===== src/hw/rtl/dpd_pkg.sv =====
`default_nettype none

package dpd_pkg;

	// fixed field widths
	localparam int WORD_W     = 32;
	localparam int LINE_W     = 5;
	localparam int DEB_W      = 16;
	localparam int CFG_IDX_W  = 1;
	localparam int CFG_DATA_W = 32;

	// configuration register indexes
	localparam logic [CFG_IDX_W-1:0] REG_DEBOUNCE_MS      = 1'b0;
	localparam logic [CFG_IDX_W-1:0] REG_LINE_ENABLE_MASK = 1'b1;

	// item opcodes
	localparam logic OP_EDGE = 1'b0;
	localparam logic OP_TICK = 1'b1;

	// queue between front and back
	localparam int QUEUE_DEPTH = 2;

	typedef struct packed {
		logic                  we;
		logic [CFG_IDX_W-1:0]  index;
		logic [CFG_DATA_W-1:0] data;
	} cfg_wr_t;

	// one job: the lines to report, their levels and the report kind
	typedef struct packed {
		logic [WORD_W-1:0] mask;
		logic [WORD_W-1:0] levels;
		logic              after_debounce;
	} job_t;

endpackage

`default_nettype wire


===== src/hw/rtl/dpd_if.sv =====
`default_nettype none

interface dpd_in_if;
	logic        valid;
	logic        ready;
	logic        opcode;
	logic [31:0] flag_word;
	logic [31:0] pin_levels;

	modport source (output valid, output opcode, output flag_word, output pin_levels,
		input ready);
	modport sink (input valid, input opcode, input flag_word, input pin_levels,
		output ready);
endinterface

interface dpd_out_if;
	logic       valid;
	logic       ready;
	logic [4:0] line;
	logic       level;
	logic       after_debounce;
	logic       last;

	modport source (output valid, output line, output level, output after_debounce,
		output last, input ready);
	modport sink (input valid, input line, input level, input after_debounce,
		input last, output ready);
endinterface

`default_nettype wire


===== src/hw/rtl/dpd_front.sv =====
`default_nettype none

module dpd_front #(
	parameter int NUM_LINES = 32
) (
	input  wire logic            clk,
	input  wire logic            arst_n,
	input  wire dpd_pkg::cfg_wr_t cfg,
	dpd_in_if.sink               in_ch,
	output logic                 push_valid,
	input  wire logic            push_ready,
	output dpd_pkg::job_t        push_job
);
	import dpd_pkg::*;

	logic [DEB_W-1:0]     debounce_q;
	logic [NUM_LINES-1:0] enable_q;
	logic [NUM_LINES-1:0] waiting_q;
	logic [NUM_LINES-1:0] expected_q;
	logic [DEB_W-1:0]     count_q [NUM_LINES];

	logic                 accept;
	logic [NUM_LINES-1:0] flags;
	logic [NUM_LINES-1:0] levels;
	logic [NUM_LINES-1:0] expiring;
	logic [NUM_LINES-1:0] edge_hit;
	logic [NUM_LINES-1:0] report;

	assign in_ch.ready = push_ready;
	assign accept      = in_ch.valid && push_ready;
	assign flags       = in_ch.flag_word[NUM_LINES-1:0];
	assign levels      = in_ch.pin_levels[NUM_LINES-1:0];

	// classify every line of the incoming transaction
	always_comb begin
		for (int i = 0; i < NUM_LINES; i++) begin
			expiring[i] = waiting_q[i] && (count_q[i] <= DEB_W'(1));
		end
		edge_hit = flags & enable_q & ~waiting_q;
		if (in_ch.opcode == OP_EDGE) begin
			report = (debounce_q == '0) ? edge_hit : '0;
		end else begin
			report = expiring & enable_q & ~(levels ^ expected_q);
		end
	end

	// job towards the back end, only when something is reported
	always_comb begin
		push_valid              = accept && (report != '0);
		push_job.mask           = WORD_W'(report);
		push_job.levels         = WORD_W'(levels);
		push_job.after_debounce = (in_ch.opcode == OP_TICK);
	end

	// configuration registers
	always_ff @(posedge clk or negedge arst_n) begin
		if (!arst_n) begin
			debounce_q <= '0;
			enable_q   <= '0;
		end else if (cfg.we) begin
			case (cfg.index)
				REG_DEBOUNCE_MS:      debounce_q <= cfg.data[DEB_W-1:0];
				REG_LINE_ENABLE_MASK: enable_q   <= cfg.data[NUM_LINES-1:0];
				default:              ;
			endcase
		end
	end

	// per-line waiting marks
	always_ff @(posedge clk or negedge arst_n) begin
		if (!arst_n) begin
			waiting_q <= '0;
		end else if (accept) begin
			if (in_ch.opcode == OP_EDGE) begin
				if (debounce_q != '0) begin
					waiting_q <= waiting_q | edge_hit;
				end
			end else begin
				waiting_q <= waiting_q & ~expiring;
			end
		end
	end

	// per-line latched level and debounce counter
	always_ff @(posedge clk) begin
		if (accept) begin
			for (int i = 0; i < NUM_LINES; i++) begin
				if (in_ch.opcode == OP_EDGE) begin
					if (edge_hit[i] && (debounce_q != '0)) begin
						expected_q[i] <= levels[i];
						count_q[i]    <= debounce_q;
					end
				end else if (waiting_q[i]) begin
					count_q[i] <= expiring[i] ? '0 : count_q[i] - DEB_W'(1);
				end
			end
		end
	end

endmodule

`default_nettype wire


===== src/hw/rtl/dpd_queue.sv =====
`default_nettype none

module dpd_queue (
	input  wire logic          clk,
	input  wire logic          arst_n,
	input  wire logic          push_valid,
	output logic               push_ready,
	input  wire dpd_pkg::job_t push_job,
	output logic               pop_valid,
	input  wire logic          pop_ready,
	output dpd_pkg::job_t      pop_job
);
	import dpd_pkg::*;

	localparam int PTR_W = (QUEUE_DEPTH > 1) ? $clog2(QUEUE_DEPTH) : 1;
	localparam int CNT_W = $clog2(QUEUE_DEPTH + 1);

	job_t             mem_q [QUEUE_DEPTH];
	logic [PTR_W-1:0] wr_ptr_q;
	logic [PTR_W-1:0] rd_ptr_q;
	logic [CNT_W-1:0] count_q;
	logic             do_push;
	logic             do_pop;

	assign push_ready = (count_q != CNT_W'(QUEUE_DEPTH));
	assign pop_valid  = (count_q != '0);
	assign pop_job    = mem_q[rd_ptr_q];
	assign do_push    = push_valid && push_ready;
	assign do_pop     = pop_valid && pop_ready;

	// storage
	always_ff @(posedge clk) begin
		if (do_push) begin
			mem_q[wr_ptr_q] <= push_job;
		end
	end

	// pointers and fill level
	always_ff @(posedge clk or negedge arst_n) begin
		if (!arst_n) begin
			wr_ptr_q <= '0;
			rd_ptr_q <= '0;
			count_q  <= '0;
		end else begin
			if (do_push) begin
				wr_ptr_q <= (wr_ptr_q == PTR_W'(QUEUE_DEPTH - 1)) ? '0 : wr_ptr_q + PTR_W'(1);
			end
			if (do_pop) begin
				rd_ptr_q <= (rd_ptr_q == PTR_W'(QUEUE_DEPTH - 1)) ? '0 : rd_ptr_q + PTR_W'(1);
			end
			if (do_push && !do_pop) begin
				count_q <= count_q + CNT_W'(1);
			end else if (do_pop && !do_push) begin
				count_q <= count_q - CNT_W'(1);
			end
		end
	end

endmodule

`default_nettype wire


===== src/hw/rtl/dpd_back.sv =====
`default_nettype none

module dpd_back #(
	parameter int NUM_LINES = 32
) (
	input  wire logic          clk,
	input  wire logic          arst_n,
	input  wire logic          pop_valid,
	output logic               pop_ready,
	input  wire dpd_pkg::job_t pop_job,
	dpd_out_if.source          out_ch
);
	import dpd_pkg::*;

	logic                 busy_q;
	logic [NUM_LINES-1:0] mask_q;
	logic [NUM_LINES-1:0] levels_q;
	logic                 deb_q;

	logic                 out_valid_q;
	logic [LINE_W-1:0]    line_q;
	logic                 level_q;
	logic                 after_q;
	logic                 last_q;

	logic                 can_load;
	logic [LINE_W-1:0]    pick;
	logic [NUM_LINES-1:0] rest;

	assign pop_ready = !busy_q;
	assign can_load  = !out_valid_q || out_ch.ready;
	assign rest      = mask_q & (mask_q - NUM_LINES'(1));

	// lowest pending line of the current job
	always_comb begin
		pick = '0;
		for (int i = NUM_LINES - 1; i >= 0; i--) begin
			if (mask_q[i]) begin
				pick = LINE_W'(i);
			end
		end
	end

	// job register
	always_ff @(posedge clk or negedge arst_n) begin
		if (!arst_n) begin
			busy_q <= 1'b0;
		end else if (!busy_q) begin
			busy_q <= pop_valid;
		end else if (can_load) begin
			busy_q <= (rest != '0);
		end
	end

	always_ff @(posedge clk) begin
		if (!busy_q) begin
			if (pop_valid) begin
				mask_q   <= pop_job.mask[NUM_LINES-1:0];
				levels_q <= pop_job.levels[NUM_LINES-1:0];
				deb_q    <= pop_job.after_debounce;
			end
		end else if (can_load) begin
			mask_q <= rest;
		end
	end

	// output register
	always_ff @(posedge clk or negedge arst_n) begin
		if (!arst_n) begin
			out_valid_q <= 1'b0;
		end else if (can_load) begin
			out_valid_q <= busy_q;
		end
	end

	always_ff @(posedge clk) begin
		if (can_load && busy_q) begin
			line_q  <= pick;
			level_q <= levels_q[pick];
			after_q <= deb_q;
			last_q  <= (rest == '0);
		end
	end

	assign out_ch.valid          = out_valid_q;
	assign out_ch.line           = line_q;
	assign out_ch.level          = level_q;
	assign out_ch.after_debounce = after_q;
	assign out_ch.last           = last_q;

endmodule

`default_nettype wire


===== src/hw/rtl/debounced_pin_event_dispatcher.sv =====
// Debounced pin event dispatcher for up to NUM_LINES interrupt lines. An edge
// transaction (opcode 0) carries pending flags and pin levels; enabled, flagged,
// non-waiting lines either report at once (debounce_ms = 0) or latch their level
// and start a countdown. A tick transaction (opcode 1) counts every waiting line
// down and reports expiring, enabled lines whose level still matches. Reports
// leave in ascending line order, one per cycle while the output is not stalled,
// with last set on the final report of each transaction; transactions that
// report nothing produce no output. The front end takes one transaction per
// cycle while its two-entry job queue has room. The back end loads a job into
// its job register, then emits one report per cycle while the output is not
// stalled, and takes the next job only once the final report is loaded. Jobs
// pass the queue, the job register and the output register; output stalls
// hold the back end and, once the queue is full, the input. Configuration is
// written via cfg_we/cfg_index/cfg_wdata (index 0: debounce_ms, index 1:
// line_enable_mask); the user must write it only while the block is idle, and
// the block itself does not enforce it. No clearing pass after reset is needed.
`default_nettype none

module debounced_pin_event_dispatcher #(
	parameter int NUM_LINES = 32
) (
	input  wire logic                           clk,
	input  wire logic                           arst_n,
	input  wire logic                           cfg_we,
	input  wire logic [dpd_pkg::CFG_IDX_W-1:0]  cfg_index,
	input  wire logic [dpd_pkg::CFG_DATA_W-1:0] cfg_wdata,
	dpd_in_if.sink                              in_ch,
	dpd_out_if.source                           out_ch
);
	import dpd_pkg::*;

	cfg_wr_t cfg;
	logic    push_valid;
	logic    push_ready;
	job_t    push_job;
	logic    pop_valid;
	logic    pop_ready;
	job_t    pop_job;

	assign cfg.we    = cfg_we;
	assign cfg.index = cfg_index;
	assign cfg.data  = cfg_wdata;

	// classification and per-line state
	dpd_front #(
		.NUM_LINES (NUM_LINES)
	) u_front (
		.clk        (clk),
		.arst_n     (arst_n),
		.cfg        (cfg),
		.in_ch      (in_ch),
		.push_valid (push_valid),
		.push_ready (push_ready),
		.push_job   (push_job)
	);

	// job queue
	dpd_queue u_queue (
		.clk        (clk),
		.arst_n     (arst_n),
		.push_valid (push_valid),
		.push_ready (push_ready),
		.push_job   (push_job),
		.pop_valid  (pop_valid),
		.pop_ready  (pop_ready),
		.pop_job    (pop_job)
	);

	// report sequencing
	dpd_back #(
		.NUM_LINES (NUM_LINES)
	) u_back (
		.clk       (clk),
		.arst_n    (arst_n),
		.pop_valid (pop_valid),
		.pop_ready (pop_ready),
		.pop_job   (pop_job),
		.out_ch    (out_ch)
	);

endmodule

`default_nettype wire


===== src/flat_wrapper.sv =====
// flat-port wrapper written by rule: the top's interface ports become plain ports
module debounced_pin_event_dispatcher_flat import dpd_pkg::*;
#(
	parameter int NUM_LINES = 32
)
  (clk, arst_n, cfg_we, cfg_index, cfg_wdata, in_ch_valid, in_ch_opcode, in_ch_flag_word, in_ch_pin_levels, in_ch_ready, out_ch_valid, out_ch_line, out_ch_level, out_ch_after_debounce, out_ch_last, out_ch_ready);
  dpd_in_if in_ch_i ();
  dpd_out_if out_ch_i ();
  input  wire logic clk;
  input  wire logic arst_n;
  input  wire logic cfg_we;
  input  wire logic [dpd_pkg::CFG_IDX_W-1:0] cfg_index;
  input  wire logic [dpd_pkg::CFG_DATA_W-1:0] cfg_wdata;
  input wire logic [$bits(in_ch_i.valid)-1:0] in_ch_valid;
  input wire logic [$bits(in_ch_i.opcode)-1:0] in_ch_opcode;
  input wire logic [$bits(in_ch_i.flag_word)-1:0] in_ch_flag_word;
  input wire logic [$bits(in_ch_i.pin_levels)-1:0] in_ch_pin_levels;
  output wire logic [$bits(in_ch_i.ready)-1:0] in_ch_ready;
  output wire logic [$bits(out_ch_i.valid)-1:0] out_ch_valid;
  output wire logic [$bits(out_ch_i.line)-1:0] out_ch_line;
  output wire logic [$bits(out_ch_i.level)-1:0] out_ch_level;
  output wire logic [$bits(out_ch_i.after_debounce)-1:0] out_ch_after_debounce;
  output wire logic [$bits(out_ch_i.last)-1:0] out_ch_last;
  input wire logic [$bits(out_ch_i.ready)-1:0] out_ch_ready;
  assign in_ch_i.valid = in_ch_valid;
  assign in_ch_i.opcode = in_ch_opcode;
  assign in_ch_i.flag_word = in_ch_flag_word;
  assign in_ch_i.pin_levels = in_ch_pin_levels;
  assign in_ch_ready = in_ch_i.ready;
  assign out_ch_valid = out_ch_i.valid;
  assign out_ch_line = out_ch_i.line;
  assign out_ch_level = out_ch_i.level;
  assign out_ch_after_debounce = out_ch_i.after_debounce;
  assign out_ch_last = out_ch_i.last;
  assign out_ch_i.ready = out_ch_ready;
  debounced_pin_event_dispatcher #(.NUM_LINES(NUM_LINES)) u_core (.clk(clk), .arst_n(arst_n), .cfg_we(cfg_we), .cfg_index(cfg_index), .cfg_wdata(cfg_wdata), .in_ch(in_ch_i), .out_ch(out_ch_i));
endmodule

===== config.mk =====
export PLATFORM = sky130hd
export DESIGN_NAME = debounced_pin_event_dispatcher_flat
export DESIGN_NICKNAME = d
export VERILOG_FILES = /design/src/hw/rtl/dpd_pkg.sv /design/src/hw/rtl/dpd_if.sv /design/src/hw/rtl/dpd_front.sv /design/src/hw/rtl/dpd_queue.sv /design/src/hw/rtl/dpd_back.sv /design/src/hw/rtl/debounced_pin_event_dispatcher.sv /design/src/flat_wrapper.sv
export SDC_FILE = /design/constraint.sdc
export NUM_CORES = 2
export LEC_CHECK = 0
export ABC_AREA = 1
export BUFFER_PORTS_ARGS = -buffer_cell sky130_fd_sc_hd__buf_2
export CAP_MARGIN = 40
export CORE_MARGIN = 4
export CORE_UTILIZATION = 30
export DETAILED_ROUTE_END_ITERATION = 12
export HOLD_SLACK_MARGIN = 0.05
export PLACE_DENSITY = 0.44
export RECOVER_POWER = 25
export SKIP_LAST_GASP = 1
export SYNTH_ARGS = -nofsm -noshare
export SYNTH_HDL_FRONTEND = slang
export SYNTH_SLANG_ARGS = --single-unit

===== constraint.sdc =====
create_clock -name clk -period 6.2 [get_ports clk]
set_clock_uncertainty 0.1 [all_clocks]
set_input_delay 0.62 -clock clk [delete_from_list [all_inputs] [get_ports clk]]
set_output_delay 0.62 -clock clk [all_outputs]
set_load 0.03 [all_outputs]

==> metrics <==
deepest clock path buffer count=3; post-CTS setup buffer count=0; vias in the first global route=31690; RSZ-0062 raised after global routing=no; DRC violations left=0; pwr dens=284.2 nW/um2; fin nets=4569; Clock Sinks=833; Critical Path, Cell by Cell=clkbuf_1, inv_1, a211oi_1, o2111ai_1, o21ai_0, clkbuf_1, nor4_1, nand4_1, o21ai_1, nor2_4, buf_4; synthesized instance count=4213; Hold Crit Class=input port to register; Synthesized Nets=4381; DRT iter0 DRCs=2439; final core utilization=35.12%; Max Freq=205.4 MHz; total power=14.18 mW; global-route wire length before repair=204600 um; Post-synth EDFFs=747; ys flop type=edfxtp_1; most frequent cells in the layout=747 x edfxtp_1, 548 x o22ai_1, 508 x nand2_1, 494 x nor2_1, 384 x inv_1; Slew Limit Fails=331; Slowest Stage Delay on Critical Path=0.95 ns; Slew HR=-78.41%; fill cell count=14370; Post-synth ARST share=10.32%; Yosys top cell by area=edfxtp_1; worst setup path class=input port to register; initial antenna violation count=21; I/O Buffers=112; failing checks=max-capacitance violations, max-slew violations; post-synthesis cell area=43060 um2; Synth top area share=52.10%; Post-Route Setup TNS=0 ns; syn avg cell area=10.22 um2; CP dominant cell by count=clkbuf_1; clock root buffer=clkbuf_16; Worst Max-Slew Pin Slew=2.676 ns; Final Hold Vio Count=0; worst path arrival time=5.10 ns; Pleak=17.51 nW; multi-input logic area=16360 um2; Max FO, Critical Path=52; DP HPWL=89330 um; VDD IR max=0.0002006 V; hold buffers post-CTS=39; initial core utilization=30.30%; DR vias=32290; run status=complete, but fails checks; Num CTS Buffers=99; GRT overflow=0; gr usage total=17.84%; Reg clk slew, reported paths=0.06 ns; Top delay family on crit path=buffers and inverters; core area=142100 um2; die area=149700 um2; fin cells=6386; Seq cells post-synth=833; Seq/Total Area, Yosys=57.09%; crit path time final=4.869 ns; vias per cell=5.056; layout cells sized above 1=8.982%; Placed Cells=6151; CP max-delay cell=inv_1; Buf/Inv on CP=4; post-DR wirelength/cell=21.55 um; Worst EP required=6.43 ns; H-tree depth=3; synth unique cells=51; die height=386.9 um; register area=24580 um2; Layout area overhead=15.90%; TritonRoute pass-1 iters=5; die width=386.9 um; CP Capture Type=register; largest net degree at the start of global routing=53; IO Count=113; cts repair resizes=0; Final ANT Viol Nets=0; CTS tree=yes; Final period util=78.53%; final setup fails=0; Site Rows=138; Total Wirelength=137600 um; max_cap viols=9; Routability Congestion=0.7845; nature of the critical path startpoint=input port; clk_lat worst skew=0.71 ns; Synth area leaders=edfxtp_1 52%, o22ai_1 8.0%, xor2_1 5.1%; YS warnings=0; commonest non-fill, non-tap cell in the layout=edfxtp_1
-- synth_stat cells, types with 4 or more instances --
cell type	number
edfxtp_1	747
o22ai_1	548
nand2_1	510
nor2_1	494
inv_1	392
xor2_1	253
xnor2_1	191
clkbuf_1	159
nor3_1	141
nand3_1	133
o21ai_0	111
dfrtp_1	86
a21oi_1	67
ha_1	65
nor4_1	59
nand4_1	48
or2_2	26
o2111ai_1	21
inv_2	17
o211ai_1	17
mux2_2	16
a211oi_1	14
nand3b_1	10
a31oi_1	9
a2111oi_0	8
buf_1	6
nand2_2	6
o31ai_1	6
a22oi_1	5
o21ai_1	5
or4_1	5
nor2_4	4
-- final timing paths --
| check | start | to | slack, ns | cells past startpoint |
|---|---|---|---|---|
| min in group asynchronous | arst_n | u_core.u_front.debounce_q[15] | 1.24 | 2 |
| setup reg to reg | u_core.u_back.busy_q | u_core.u_back.mask_q[19] | 1.37 | 7 |
| max in group asynchronous | arst_n | u_core.u_front.enable_q[29] | 2.94 | 4 |
| hold reg to reg | u_core.u_back.deb_q | u_core.u_back.out_ch.after_debounce | 0.34 | 0 |
| setup / recovery | in_ch_opcode | u_core.u_queue.mem_q[0][9] | 1.33 | 11 |
| hold / removal | cfg_wdata[24] | u_core.u_front.enable_q[24] | 0.09 | 2 |
-- cells by family (layout without fill, tap and decap cells) --
kind of cell	Yosys count	in the layout	share of synthesized area [%]
AO/OA/AOI/OAI	824	824	11.82
XOR/XNOR	444	444	9.031
adder cells (fa/ha/maj)	65	65	1.889
buffers and inverters	578	852	5.097
flip-flops	833	833	57.09
multiplexers	18	18	0.4649
other	0	9	0
AND/OR/NAND/NOR	1451	1451	14.60
-- state kept, by name (all words and copies together) (netlist names) --
name,cells
u_core.u_back.mask_q,32
u_core.u_front.enable_q,32
u_core.u_front.debounce_q,16
u_core.u_back.busy_q,1
u_core.u_back.out_ch.valid,1
u_core.u_queue.rd_ptr_q,1
u_core.u_front.waiting_q,32
u_core.u_queue.wr_ptr_q,1
u_core.u_back.deb_q,1
u_core.u_front.count_q,512
u_core.u_back.out_ch.last,1
u_core.u_back.out_ch.level,1
u_core.u_queue.mem_q,130
u_core.u_queue.count_q,2
u_core.u_front.expected_q,32
u_core.u_back.out_ch.line,5
u_core.u_back.levels_q,32
u_core.u_back.out_ch.after_debounce,1
-- metrics by stage --
step	hold WS, ns	area, um2	worst slack [ns]
after CTS	0.05089	50010	1.463
after global placement	0.3240	46080	1.517
final	0.09493	49910	1.331
after floorplan	0.2244	43060	0.8965
after detailed placement	0.3366	46440	1.475
after global routing	0.07683	49890	0.9651
-- layout make-up --
type / instances / share of cell area (%)
diodes: 9 / 0.04513
clock buffers: 128 / 5.390
clock inverters: 59 / 0.9803
inverters: 410 / 3.084
multi-input cells: 2802 / 32.79
flip-flops and latches: 833 / 49.26
well taps: 1890 / 4.739
repair buffers: 255 / 3.711
-- routing by layer --
metal | global-route usage, % | part of all wire [%] | vias to the layer above
li1 | - | - | 15510
met1 | 25.31 | 47 | 15950
met2 | 28.68 | 46 | 662
met3 | 2.579 | 5.0 | 160
met4 | 4.447 | 1.8 | 6
met5 | 0 | 0.030 | -
-- report_power, final --
group | switching, mW | total [mW] | internal [mW]
Sequential | 0.196 | 6.69 | 6.49
Combinational | 1.08 | 1.66 | 0.573
Clock | 2.49 | 5.84 | 3.35
(Power assumes the default switching activity.)
